File: config.mk
export PLATFORM = sky130hd
export DESIGN_NAME = vrp_finish
export DESIGN_NICKNAME = d
export VERILOG_FILES = /design/src/rtl/vrp_pkg.sv /design/src/rtl/vrp_finish.sv
export SDC_FILE = /design/constraint.sdc
export NUM_CORES = 2
export LEC_CHECK = 0
export BUFFER_PORTS_ARGS = -buffer_cell sky130_fd_sc_hd__buf_2
export CAP_MARGIN = 30
export CORE_AREA = 3 3 306 308
export DETAILED_ROUTE_END_ITERATION = 16
export DIE_AREA = 0 0 309 311
export SYNTH_ARGS = -nofsm -noshare
export SYNTH_HDL_FRONTEND = slang
export SYNTH_SLANG_ARGS = --single-unit
File: constraint.sdc
create_clock -name clk_i -period 8.29 [get_ports clk_i]
set_input_delay 0.4145 -clock clk_i [delete_from_list [all_inputs] [get_ports clk_i]]
set_output_delay 0.4145 -clock clk_i [all_outputs]
set_load 0.05 [all_outputs]
File: src/rtl/vrp_pkg.sv
`timescale 1ns / 1ps
// ============================================================================
// vrp_pkg
// Shared types, widths and constants of the vertex rotate and project block.
// ============================================================================
package vrp_pkg;

  // Field and register widths.
  localparam int VtxW     = 24;
  localparam int TrigW    = 16;
  localparam int ScaleW   = 24;
  localparam int RegIdxW  = 3;
  localparam int CfgDataW = 24;
  localparam int PixW     = 16;
  localparam int DepthW   = 24;

  // Internal widths of the transform path.
  localparam int X1W  = 27;   // x after the Z rotation
  localparam int Y1W  = 27;   // y after the Z rotation
  localparam int Y2W  = 30;   // y after the X rotation
  localparam int WW   = 31;   // z after the X rotation plus 3.0
  localparam int PXW  = 35;   // projected x before the divide
  localparam int PYW  = 38;   // projected y before the divide
  localparam int PZW  = 40;   // projected depth before the divide
  localparam int NumW = 56;   // dividend magnitude (value times 2^16)
  localparam int DivW = 31;   // divisor magnitude
  localparam int QuoW = 42;   // quotient magnitude bits kept by the divider

  // Default screen size.
  localparam int DefScreenWidth  = 256;
  localparam int DefScreenHeight = 240;

  // 3.0 in Q.16, and the divisor used when w is zero (divide by 1.0).
  localparam int ZBias     = 196608;
  localparam int UnitDiv   = 65536;

  // Screen mapping: pixel = (p + 10.0) * size / (20 * 2^16).
  localparam int PixBias    = 655360;
  localparam int PixShift   = 18;       // 20 * 2^16 = 5 * 2^18
  localparam int PixMagMax  = 163845;   // 5 * 32769, saturates every size
  localparam int Recip5     = 52429;    // ceil(2^18 / 5)
  localparam int Recip5W    = 16;
  localparam int PixMW      = 18;

  // Clamp bound of projected x and y, and depth limits.
  localparam logic [QuoW-1:0] PixClamp = QuoW'(1) << 40;
  localparam logic [QuoW-1:0] DepthPosLim = QuoW'(8388607);
  localparam logic [QuoW-1:0] DepthNegLim = QuoW'(8388608);
  localparam logic [DepthW-1:0] DepthMax = 24'h7FFFFF;
  localparam logic [DepthW-1:0] DepthMin = 24'h800000;
  localparam logic [PixW-1:0] PixMax = 16'h7FFF;
  localparam logic [PixW-1:0] PixMin = 16'h8000;

  // Register index map.
  typedef enum logic [RegIdxW-1:0] {
    REG_ROT_Z_COS    = 3'd0,
    REG_ROT_Z_SIN    = 3'd1,
    REG_ROT_X_COS    = 3'd2,
    REG_ROT_X_SIN    = 3'd3,
    REG_PROJ_X_SCALE = 3'd4,
    REG_PROJ_Y_SCALE = 3'd5,
    REG_DEPTH_SCALE  = 3'd6,
    REG_DEPTH_OFFSET = 3'd7
  } vrp_reg_e;

  // Configuration register file.
  typedef struct packed {
    logic signed [TrigW-1:0]  rot_z_cos;
    logic signed [TrigW-1:0]  rot_z_sin;
    logic signed [TrigW-1:0]  rot_x_cos;
    logic signed [TrigW-1:0]  rot_x_sin;
    logic signed [ScaleW-1:0] proj_x_scale;
    logic signed [ScaleW-1:0] proj_y_scale;
    logic signed [ScaleW-1:0] depth_scale;
    logic signed [ScaleW-1:0] depth_offset;
  } vrp_cfg_t;

  // Control that travels with an item through the front stages.
  typedef struct packed {
    logic valid;
    logic last;
  } vrp_ctrl_t;

  // Control that travels with an item through the divider.
  typedef struct packed {
    logic valid;
    logic last;
    logic skip;
    logic neg;
  } vrp_tag_t;

  // One finished result.
  typedef struct packed {
    logic              last;
    logic              skip;
    logic [DepthW-1:0] depth;
    logic [PixW-1:0]   screen_y;
    logic [PixW-1:0]   screen_x;
  } vrp_result_t;

endpackage

File: src/rtl/vrp_finish.sv
`timescale 1ns / 1ps
// ============================================================================
// vrp_finish
// Four stages: clamp and sign of the quotients, screen mapping of x and y,
// and depth saturation.
// ============================================================================
module vrp_finish #(
  parameter int ScreenWidth  = vrp_pkg::DefScreenWidth,
  parameter int ScreenHeight = vrp_pkg::DefScreenHeight
) (
  input  logic                      clk_i,
  input  logic                      rst_ni,
  input  logic                      en_i,
  input  vrp_pkg::vrp_tag_t         tag_x_i,
  input  vrp_pkg::vrp_tag_t         tag_y_i,
  input  vrp_pkg::vrp_tag_t         tag_z_i,
  input  logic [vrp_pkg::QuoW-1:0]  quo_x_i,
  input  logic [vrp_pkg::QuoW-1:0]  quo_y_i,
  input  logic [vrp_pkg::QuoW-1:0]  quo_z_i,
  input  logic                      ovf_x_i,
  input  logic                      ovf_y_i,
  input  logic                      ovf_z_i,
  output logic                      valid_o,
  output vrp_pkg::vrp_result_t      res_o
);
  import vrp_pkg::*;

  localparam int MaxSize = (ScreenWidth > ScreenHeight) ? ScreenWidth : ScreenHeight;
  localparam int SW      = $clog2(MaxSize + 1);
  localparam int SumW    = QuoW + 1;
  localparam int TW      = SumW + SW + 1;
  localparam int ShW     = TW - PixShift;
  localparam int ProdW   = PixMW + Recip5W;

  logic [QuoW-1:0] mag [2];
  logic            ovf [2];
  logic            neg [2];
  logic [PixW-1:0] pix [2];

  logic [3:0]        valid_q;
  logic              last_q [4];
  logic              skip_q [4];
  logic [DepthW-1:0] dep_q [4];
  logic [DepthW-1:0] dep_d;

  assign mag[0] = quo_x_i;
  assign mag[1] = quo_y_i;
  assign ovf[0] = ovf_x_i;
  assign ovf[1] = ovf_y_i;
  assign neg[0] = tag_x_i.neg;
  assign neg[1] = tag_y_i.neg;

  // Screen mapping of one axis.
  for (genvar g = 0; g < 2; g++) begin : g_axis
    localparam int Size = (g == 0) ? ScreenWidth : ScreenHeight;
    localparam logic signed [SW:0] SizeS = (SW+1)'(Size);

    logic signed [QuoW-1:0] p_q;
    logic signed [TW-1:0]   t_q;
    logic [PixMW-1:0]       m_q;
    logic [PixW-1:0]        q_q;
    logic                   n3_q, n4_q;

    logic [QuoW-1:0]        cl;
    logic signed [SumW-1:0] sum;
    logic [TW-1:0]          tmag;
    logic [ShW-1:0]         sh;
    logic [ProdW-1:0]       prod;

    always_comb begin
      cl   = (ovf[g] || (mag[g] > PixClamp)) ? PixClamp : mag[g];
      sum  = SumW'(p_q) + SumW'(PixBias);
      tmag = t_q[TW-1] ? TW'(-t_q) : TW'(t_q);
      sh   = tmag[TW-1:PixShift];
      prod = ProdW'(m_q) * ProdW'(Recip5);
      // Truncate toward zero, then saturate.
      if (n4_q) begin
        pix[g] = (q_q > PixMin) ? PixMin : PixW'(~q_q + PixW'(1));
      end else begin
        pix[g] = (q_q > PixMax) ? PixMax : q_q;
      end
    end

    always_ff @(posedge clk_i) begin
      if (en_i) begin
        // Stage 1: signed, clamped projected value.
        p_q  <= neg[g] ? $signed(QuoW'(~cl + QuoW'(1))) : $signed(cl);
        // Stage 2: biased value times the screen size.
        t_q  <= TW'(sum) * TW'(SizeS);
        // Stage 3: magnitude over 2^18, capped where every size saturates.
        m_q  <= (sh >= ShW'(PixMagMax)) ? PixMW'(PixMagMax) : sh[PixMW-1:0];
        n3_q <= t_q[TW-1];
        // Stage 4: divide by five through the reciprocal.
        q_q  <= prod[ProdW-1:PixShift];
        n4_q <= n3_q;
      end
    end
  end

  // Depth saturation.
  always_comb begin
    if (tag_z_i.neg) begin
      dep_d = (ovf_z_i || (quo_z_i > DepthNegLim)) ? DepthMin
                                                  : DepthW'(~quo_z_i + QuoW'(1));
    end else begin
      dep_d = (ovf_z_i || (quo_z_i > DepthPosLim)) ? DepthMax : quo_z_i[DepthW-1:0];
    end
  end

  always_ff @(posedge clk_i or negedge rst_ni) begin
    if (!rst_ni) begin
      valid_q <= '0;
    end else if (en_i) begin
      valid_q <= {valid_q[2:0], tag_x_i.valid};
    end
  end

  // Depth and flags ride along with the screen stages.
  always_ff @(posedge clk_i) begin
    if (en_i) begin
      dep_q[0]  <= dep_d;
      last_q[0] <= tag_x_i.last;
      skip_q[0] <= tag_x_i.skip;
      for (int i = 1; i < 4; i++) begin
        dep_q[i]  <= dep_q[i-1];
        last_q[i] <= last_q[i-1];
        skip_q[i] <= skip_q[i-1];
      end
    end
  end

  assign valid_o        = valid_q[3];
  assign res_o.last     = last_q[3];
  assign res_o.skip     = skip_q[3];
  assign res_o.depth    = dep_q[3];
  assign res_o.screen_x = pix[0];
  assign res_o.screen_y = pix[1];

endmodule

Word level (Yosys, flattened, before mapping)
Memory sizes are Yosys's and may differ from the RTL's. Index checks and enable logic that the tools add are counted.

Memory bits (writable): 104. Bits of input ports: 144. Register bits: 252. Memories: 3. Output and inout port bits: 59.

Bitwise operators: 5. Add/sub/neg operators: 9. $mul: 3. Magnitude comparators: 10. Mux-type cells: 17. Reduce and logical (&&, ||, !) cells: 4.

Memories: dep_q (words 4, bits a word 24, read ports 4, clocked after Yosys merged registers in 0, write ports 4, line vrp_finish.sv:43) `logic [DepthW-1:0] dep_q [4];`; last_q (words 4, bits a word 1, read ports 4, clocked after Yosys merged registers in 0, write ports 4, line vrp_finish.sv:41) `logic last_q [4];`; skip_q (words 4, bits a word 1, read ports 4, clocked after Yosys merged registers in 0, write ports 4, line vrp_finish.sv:42) `logic skip_q [4];`.

Operators with widths (number): 42-bit two-way mux (4); 53-bit two-way mux (2); 16-bit two-way mux (6); 42-bit by 21-bit adder with 43-bit output (second input constant) (2); 42-bit by 1-bit adder with 42-bit output (second input constant) (2); 42-bit by 41-bit > comparator with 1-bit output (second input constant) (2); 42-bit inverter (2); 24-bit two-way mux (3); 35-bit by 18-bit greater-or-equal comparator with 1-bit output (second input constant) (2); 18-bit by 16-bit multiplier with 34-bit output (second input constant) (2); 51-bit negator with 53-bit output (1); 53-bit negator (1); 43-bit by 5-bit multiplier with 48-bit output (second input constant) (1); 42-bit by 23-bit > comparator with 1-bit output (second input constant) (1); 42-bit by 24-bit > comparator with 1-bit output (second input constant) (1); 16-bit by 1-bit adder with 16-bit output (second input constant) (2); 16-bit by 15-bit > comparator with 1-bit output (second input constant) (2); 16-bit > comparator (second input constant) (2); 16-bit inverter (2); 24-bit by 1-bit adder with 24-bit output (second input constant) (1); 24-bit inverter (1); 1-bit logical OR (4); 1-bit two-way mux (2).

Logic depth before layout (Yosys ltp)
Word-level depth: 6. Depth in mapped cells: 24. Gate-level depth less buffers: 24.

Worst setup path before layout
Ideal clock, no wire load.

Path type: flip-flop to flip-flop. Start: register g_axis[1].m_q[9]. End: register g_axis[1].q_q[14] (data pin). Stages on the path, launching flop included: 23. Required time: 8.032 ns. Data arrival time: 5.839 ns. Period minus slack after synthesis: 6.097 ns. Path slack: 2.193 ns. Path through: edfxtp_1 > ha_1 > inv_1 > fa_1 > inv_1 > fa_1 > fa_1 > inv_1 > fa_1 > fa_1 > inv_1 > ha_1 > a21o_1 > a21o_1 > a21o_1 > a21oi_1 > o21ai_0 > a2111oi_0 > o21a_1 > nor2_1 > a21bo_2 > a211oi_1 > nor2_1.

Word-level cells in the longest chain between the ends: 1.

RTL lines: start, declared (line vrp_finish.sv:60) `logic [PixMW-1:0] m_q;`; start signal, assigned (line vrp_finish.sv:91) `m_q <= (sh >= ShW'(PixMagMax)) ? PixMW'(PixMagMax) : sh[PixMW-1:0];`; 18-bit by 16-bit multiplier with 34-bit output (line vrp_finish.sv:75) `prod = ProdW'(m_q) * ProdW'(Recip5);`; net g_axis[1].prod[32] (line vrp_finish.sv:68) `logic [ProdW-1:0] prod;`; end signal, assigned (line vrp_finish.sv:94) `q_q <= prod[ProdW-1:PixShift];`; end, declared (line vrp_finish.sv:61) `logic [PixW-1:0] q_q;`.

The timed path passes the listed nets, and every way through them passes these cells. A chain may end at the register's enable or synchronous reset.

Worst setup path after layout
Same ends and word-level chain as after synthesis.

==> flow_summary.json <==
{
  "p_clk_frac": 0.186,
  "cts_resized": 0,
  "fmax_ghz": 0.154,
  "met3_usage": 0.0297,
  "die_w_um": 309,
  "synthFlopType": "edfxtp_1",
  "num_vias": 22400,
  "cpMaxStageDelayCell": "a2111oi_0",
  "die_h_um": 311,
  "path_cells": "ha_1, inv_1, fa_1, inv_1, fa_1, fa_1, inv_1, fa_1, fa_1, inv_1, ha_1, a21o_1, a21o_1, a21o_1, a21oi_1, o21ai_0, a2111oi_0, o21a_1, nor2_1, a21bo_2, a211oi_1, nor2_1",
  "port_buffers": 196,
  "core_area_um2": 91400,
  "rsz0062_at_grt": "no",
  "max_stage_delay_ns": 0.57,
  "hp-start": "tag_x_i[3]",
  "tritoncts": "done",
  "crit_start": "g_axis[1].m_q[9]",
  "fin_util": 0.399,
  "gr-usage-met2": 0.225,
  "nets": 4196,
  "synth.area.mux_share": 0.00544,
  "first_pass_iters": 5,
  "grt_pass1_vias": 22300,
  "clock_skew_ns": 0.0271,
  "p_leak_nw": 16.4,
  "worstMarginPinSlew_ns": 0.951,
  "path_class": "flop to flop",
  "post_cts_buffers": 0,
  "synthXorXnorAreaFrac": 0.0595,
  "max-clock-path-buffers": 3,
  "r2r_start": "g_axis[1].m_q[9]",
  "ir_worst_vdd_mv": 0.135,
  "yosys.cell_types.count": 76,
  "vias_per_cell": 4.82,
  "cts_made_buffers": 42,
  "critical_path.top_delay_family": "adder cells",
  "worst-path-buf-inv": 4,
  "grt_overflow": 0,
  "crit_path_frequent_cell": "fa_1",
  "synth_cells": 3218,
  "endpoint_kind": "flop",
  "p_total_mw": 10.2,
  "gr-usage-all-layers": 0.141,
  "start_util": 0.357,
  "setup_tns_ns": 0,
  "ys_seq_area_frac": 0.326,
  "clock_latency_ns": 0.58,
  "synth_compound_area_frac": 0.104,
  "cp.required_ns": 8.63,
  "wl_per_cell_um": 14.3,
  "antenna_found_initial": 17,
  "grt.met1_usage": 0.192,
  "worstPathMaxFanout": 5,
  "grt_start_max_net_pins": 147,
  "internal_power_mw": 6.03,
  "finalCritPeriodShare": 0.782,
  "outcome": "complete, no violations",
  "dp_hpwl_um": 53400,
  "drc_errors": 0,
  "clk_pin_slew_ns": 0.06,
  "grt_pass1_wl_um": 112000,
  "syn_to_final_growth_pct": 11.7,
  "synth_top_family_by_area": "adder cells",
  "rows": 111,
  "die_area_um2": 96100,
  "finalHoldViolations": 0,
  "powerDensity_nw_per_um2": 279,
  "finalSetupViolCount": 0,
  "final_layout_size_suffix_gt1_frac": 0.0931,
  "synth_enable_flop_cells": 351,
  "synth_seq_cells": 355,
  "ctsRootBufferMaster": "clkbuf_16",
  "antenna_left": 0,
  "syn_avg_cell_area_um2": 10.1,
  "syn_nets": 4005,
  "syn_area_um2": 32700,
  "clock-sinks": 355,
  "place_inst": 4548,
  "gp_congestion": 0.897,
  "synth-simple-area-share": 0.120,
  "synthAdderAreaFrac": 0.307,
  "design.portCount": 203,
  "instances_no_fill": 4640,
  "grt_busiest_layer": "met2",
  "cp-start-kind": "flop",
  "slew_viol_final": 0,
  "hold_path_class": "input port to flop",
  "drt_wl_total_um": 66600,
  "arrival_ns": 6.82,
  "drtIter0Drc": 1350,
  "synthArstFlopShare": 0.0113,
  "power_switching_mw": 4.16,
  "synth_warnings": 0,
  "maxSlewHeadroom": 0.364,
  "h-tree-depth": 2,
  "max_cap_viol_count": 0,
  "p_seq_frac": 0.278,
  "period_needed_ns": 6.48,
  "sw_frac_of_total": 0.408,
  "p_comb_frac": 0.536
}
==> state kept, by name, summed over array words and instances, names as in the netlist, 4 cells and up <==
| name | cells |
|---|---|
| dep_q | 96 |
| g_axis.m_q | 36 |
| g_axis.p_q | 84 |
| g_axis.q_q | 32 |
| g_axis.t_q | 91 |
| last_q | 4 |
| skip_q | 4 |
| valid_q | 4 |
==> synth_stat cells (all sizes together) (5+ instances only) <==
cell | count | share of area
o31a | 5 | 0.0013
nand4 | 23 | 0.0044
or3 | 54 | 0.010
or4 | 23 | 0.0057
or2 | 11 | 0.0021
nor3 | 55 | 0.0084
nor3b | 6 | 0.0014
and2 | 12 | 0.0023
o31ai | 24 | 0.0055
a41oi | 6 | 0.0016
nor2b | 14 | 0.0027
nand3 | 54 | 0.0084
buf | 5 | 0.0010
o41ai | 11 | 0.0030
nor4 | 26 | 0.0058
and4 | 5 | 0.0013
a21o | 47 | 0.011
xnor2 | 108 | 0.029
o21a | 21 | 0.0048
and3 | 20 | 0.0038
nand3b | 7 | 0.0016
mux2i | 11 | 0.0034
a31oi | 24 | 0.0046
nor2 | 214 | 0.025
inv | 611 | 0.070
mux2 | 6 | 0.0021
clkbuf | 55 | 0.0063
nand2 | 217 | 0.025
edfxtp | 351 | 0.32
nand4b | 9 | 0.0024
o21ai | 134 | 0.021
a311oi | 19 | 0.0051
ha | 379 | 0.15
a211o | 5 | 0.0013
a211oi | 18 | 0.0043
o21bai | 6 | 0.0017
nand2b | 30 | 0.0057
o22ai | 10 | 0.0019
or3b | 7 | 0.0019
o311ai | 36 | 0.0097
a21oi | 111 | 0.017
fa | 264 | 0.16
xor2 | 114 | 0.031
o211ai | 5 | 0.0011
==> routing by layer <==
| metal | part of all wire | vias to the layer above |
|---|---|---|
| li1 | - | 11400 |
| met1 | 0.47 | 10400 |
| met2 | 0.45 | 383 |
| met3 | 0.052 | 99 |
| met4 | 0.024 | 8 |
| met5 | 0.00072 | - |
==> cell usage in the layout (no fill, tap or decap), drive strengths merged, types with 10 or more instances in the layout <==
cell | Yosys | layout
or3 | 54 | 54
or4 | 23 | 23
a21o | 47 | 47
a21oi | 111 | 111
nand4 | 23 | 23
nor3 | 55 | 55
nor2 | 214 | 214
o311ai | 36 | 36
a311oi | 19 | 19
edfxtp | 351 | 351
o41ai | 11 | 11
nand2b | 30 | 30
o21ai | 134 | 134
and2 | 12 | 12
and3 | 20 | 20
a31oi | 24 | 24
nand3 | 54 | 54
nand2 | 217 | 217
ha | 379 | 379
clkinv | 1 | 18
or2 | 11 | 11
fa | 264 | 264
o21a | 21 | 21
inv | 611 | 615
xnor2 | 108 | 108
diode | 0 | 15
buf | 5 | 204
a211oi | 18 | 18
clkbuf | 55 | 42
mux2i | 11 | 11
nor2b | 14 | 14
xor2 | 114 | 114
o31ai | 24 | 24
nor4 | 26 | 26
o22ai | 10 | 10
==> per-stage QoR <==
| stage | hold slack [ns] | instance area (um^2) | setup WS [ns] |
|---|---|---|---|
| 2_1_floorplan | 0.119 | 32700 | 2.19 |
| 6_report | 0.0607 | 36500 | 1.81 |
| 5_1_grt | 0.0275 | 36500 | 1.34 |
| 3_3_place_gp | 0.222 | 35000 | 1.68 |
| 4_1_cts | 0.00738 | 36400 | 1.77 |
| 3_5_place_dp | 0.224 | 35000 | 1.72 |
==> final cells by class <==
| type | instances | area, um^2 |
|---|---|---|
| Antenna cell | 15 | 37.5 |
| Clock buffer | 42 | 1050 |
| Clock inverter | 32 | 369 |
| Fill cell | 8961 | 54900 |
| Inverter | 612 | 2300 |
| Multi-Input combinational cell | 2191 | 19500 |
| Sequential cell | 355 | 10600 |
| Tap cell | 1186 | 1480 |
| Timing Repair Buffer | 207 | 1110 |
==> logic make-up (layout without fill, tap and decap cells) <==
group,count (synthesis),count (layout)
and+or+nand+nor,791,791
buffers and inverters,672,893
adders and majority gates,643,643
AOI/OAI and AO/OA,518,518
DFF,355,355
xor gates and xnor gates,222,222
muxes,17,17
other,0,15
==> what timing repair did <==
action | CTS | global route
endpoints found under the setup margin | 0 | 0
hold endpoints to repair | 6 | 0
hold buffers | 3 | 0
==> path summary, 6_finish.rpt <==
path | end | slack [ns] | cells past startpoint
worst max-delay path | g_axis[1].q_q[14] | 1.81 | 22
worst min-delay path | valid_q[0] | 0.06 | 2
worst max register to register | g_axis[1].q_q[14] | 1.81 | 22
worst min register to register | dep_q[3][23] | 0.42 | 0
max in group asynchronous | valid_q[0] | 8.02 | 2
min in group asynchronous | valid_q[3] | 0.15 | 2
==> power groups by stage <==
| stage | Sequential [mW] | Clock (mW) | Combinational (mW) |
|---|---|---|---|
| after global placement | 2.86 | 0 | 5.45 |
| after CTS | 2.83 | 1.98 | 5.54 |
| final | 2.83 | 1.89 | 5.46 |
| after detailed placement | 2.87 | 0 | 5.49 |
| after floorplan | 2.79 | 0 | 4.36 |
| after global routing | 2.88 | 2.05 | 6.36 |
(Power assumes the default switching activity.)
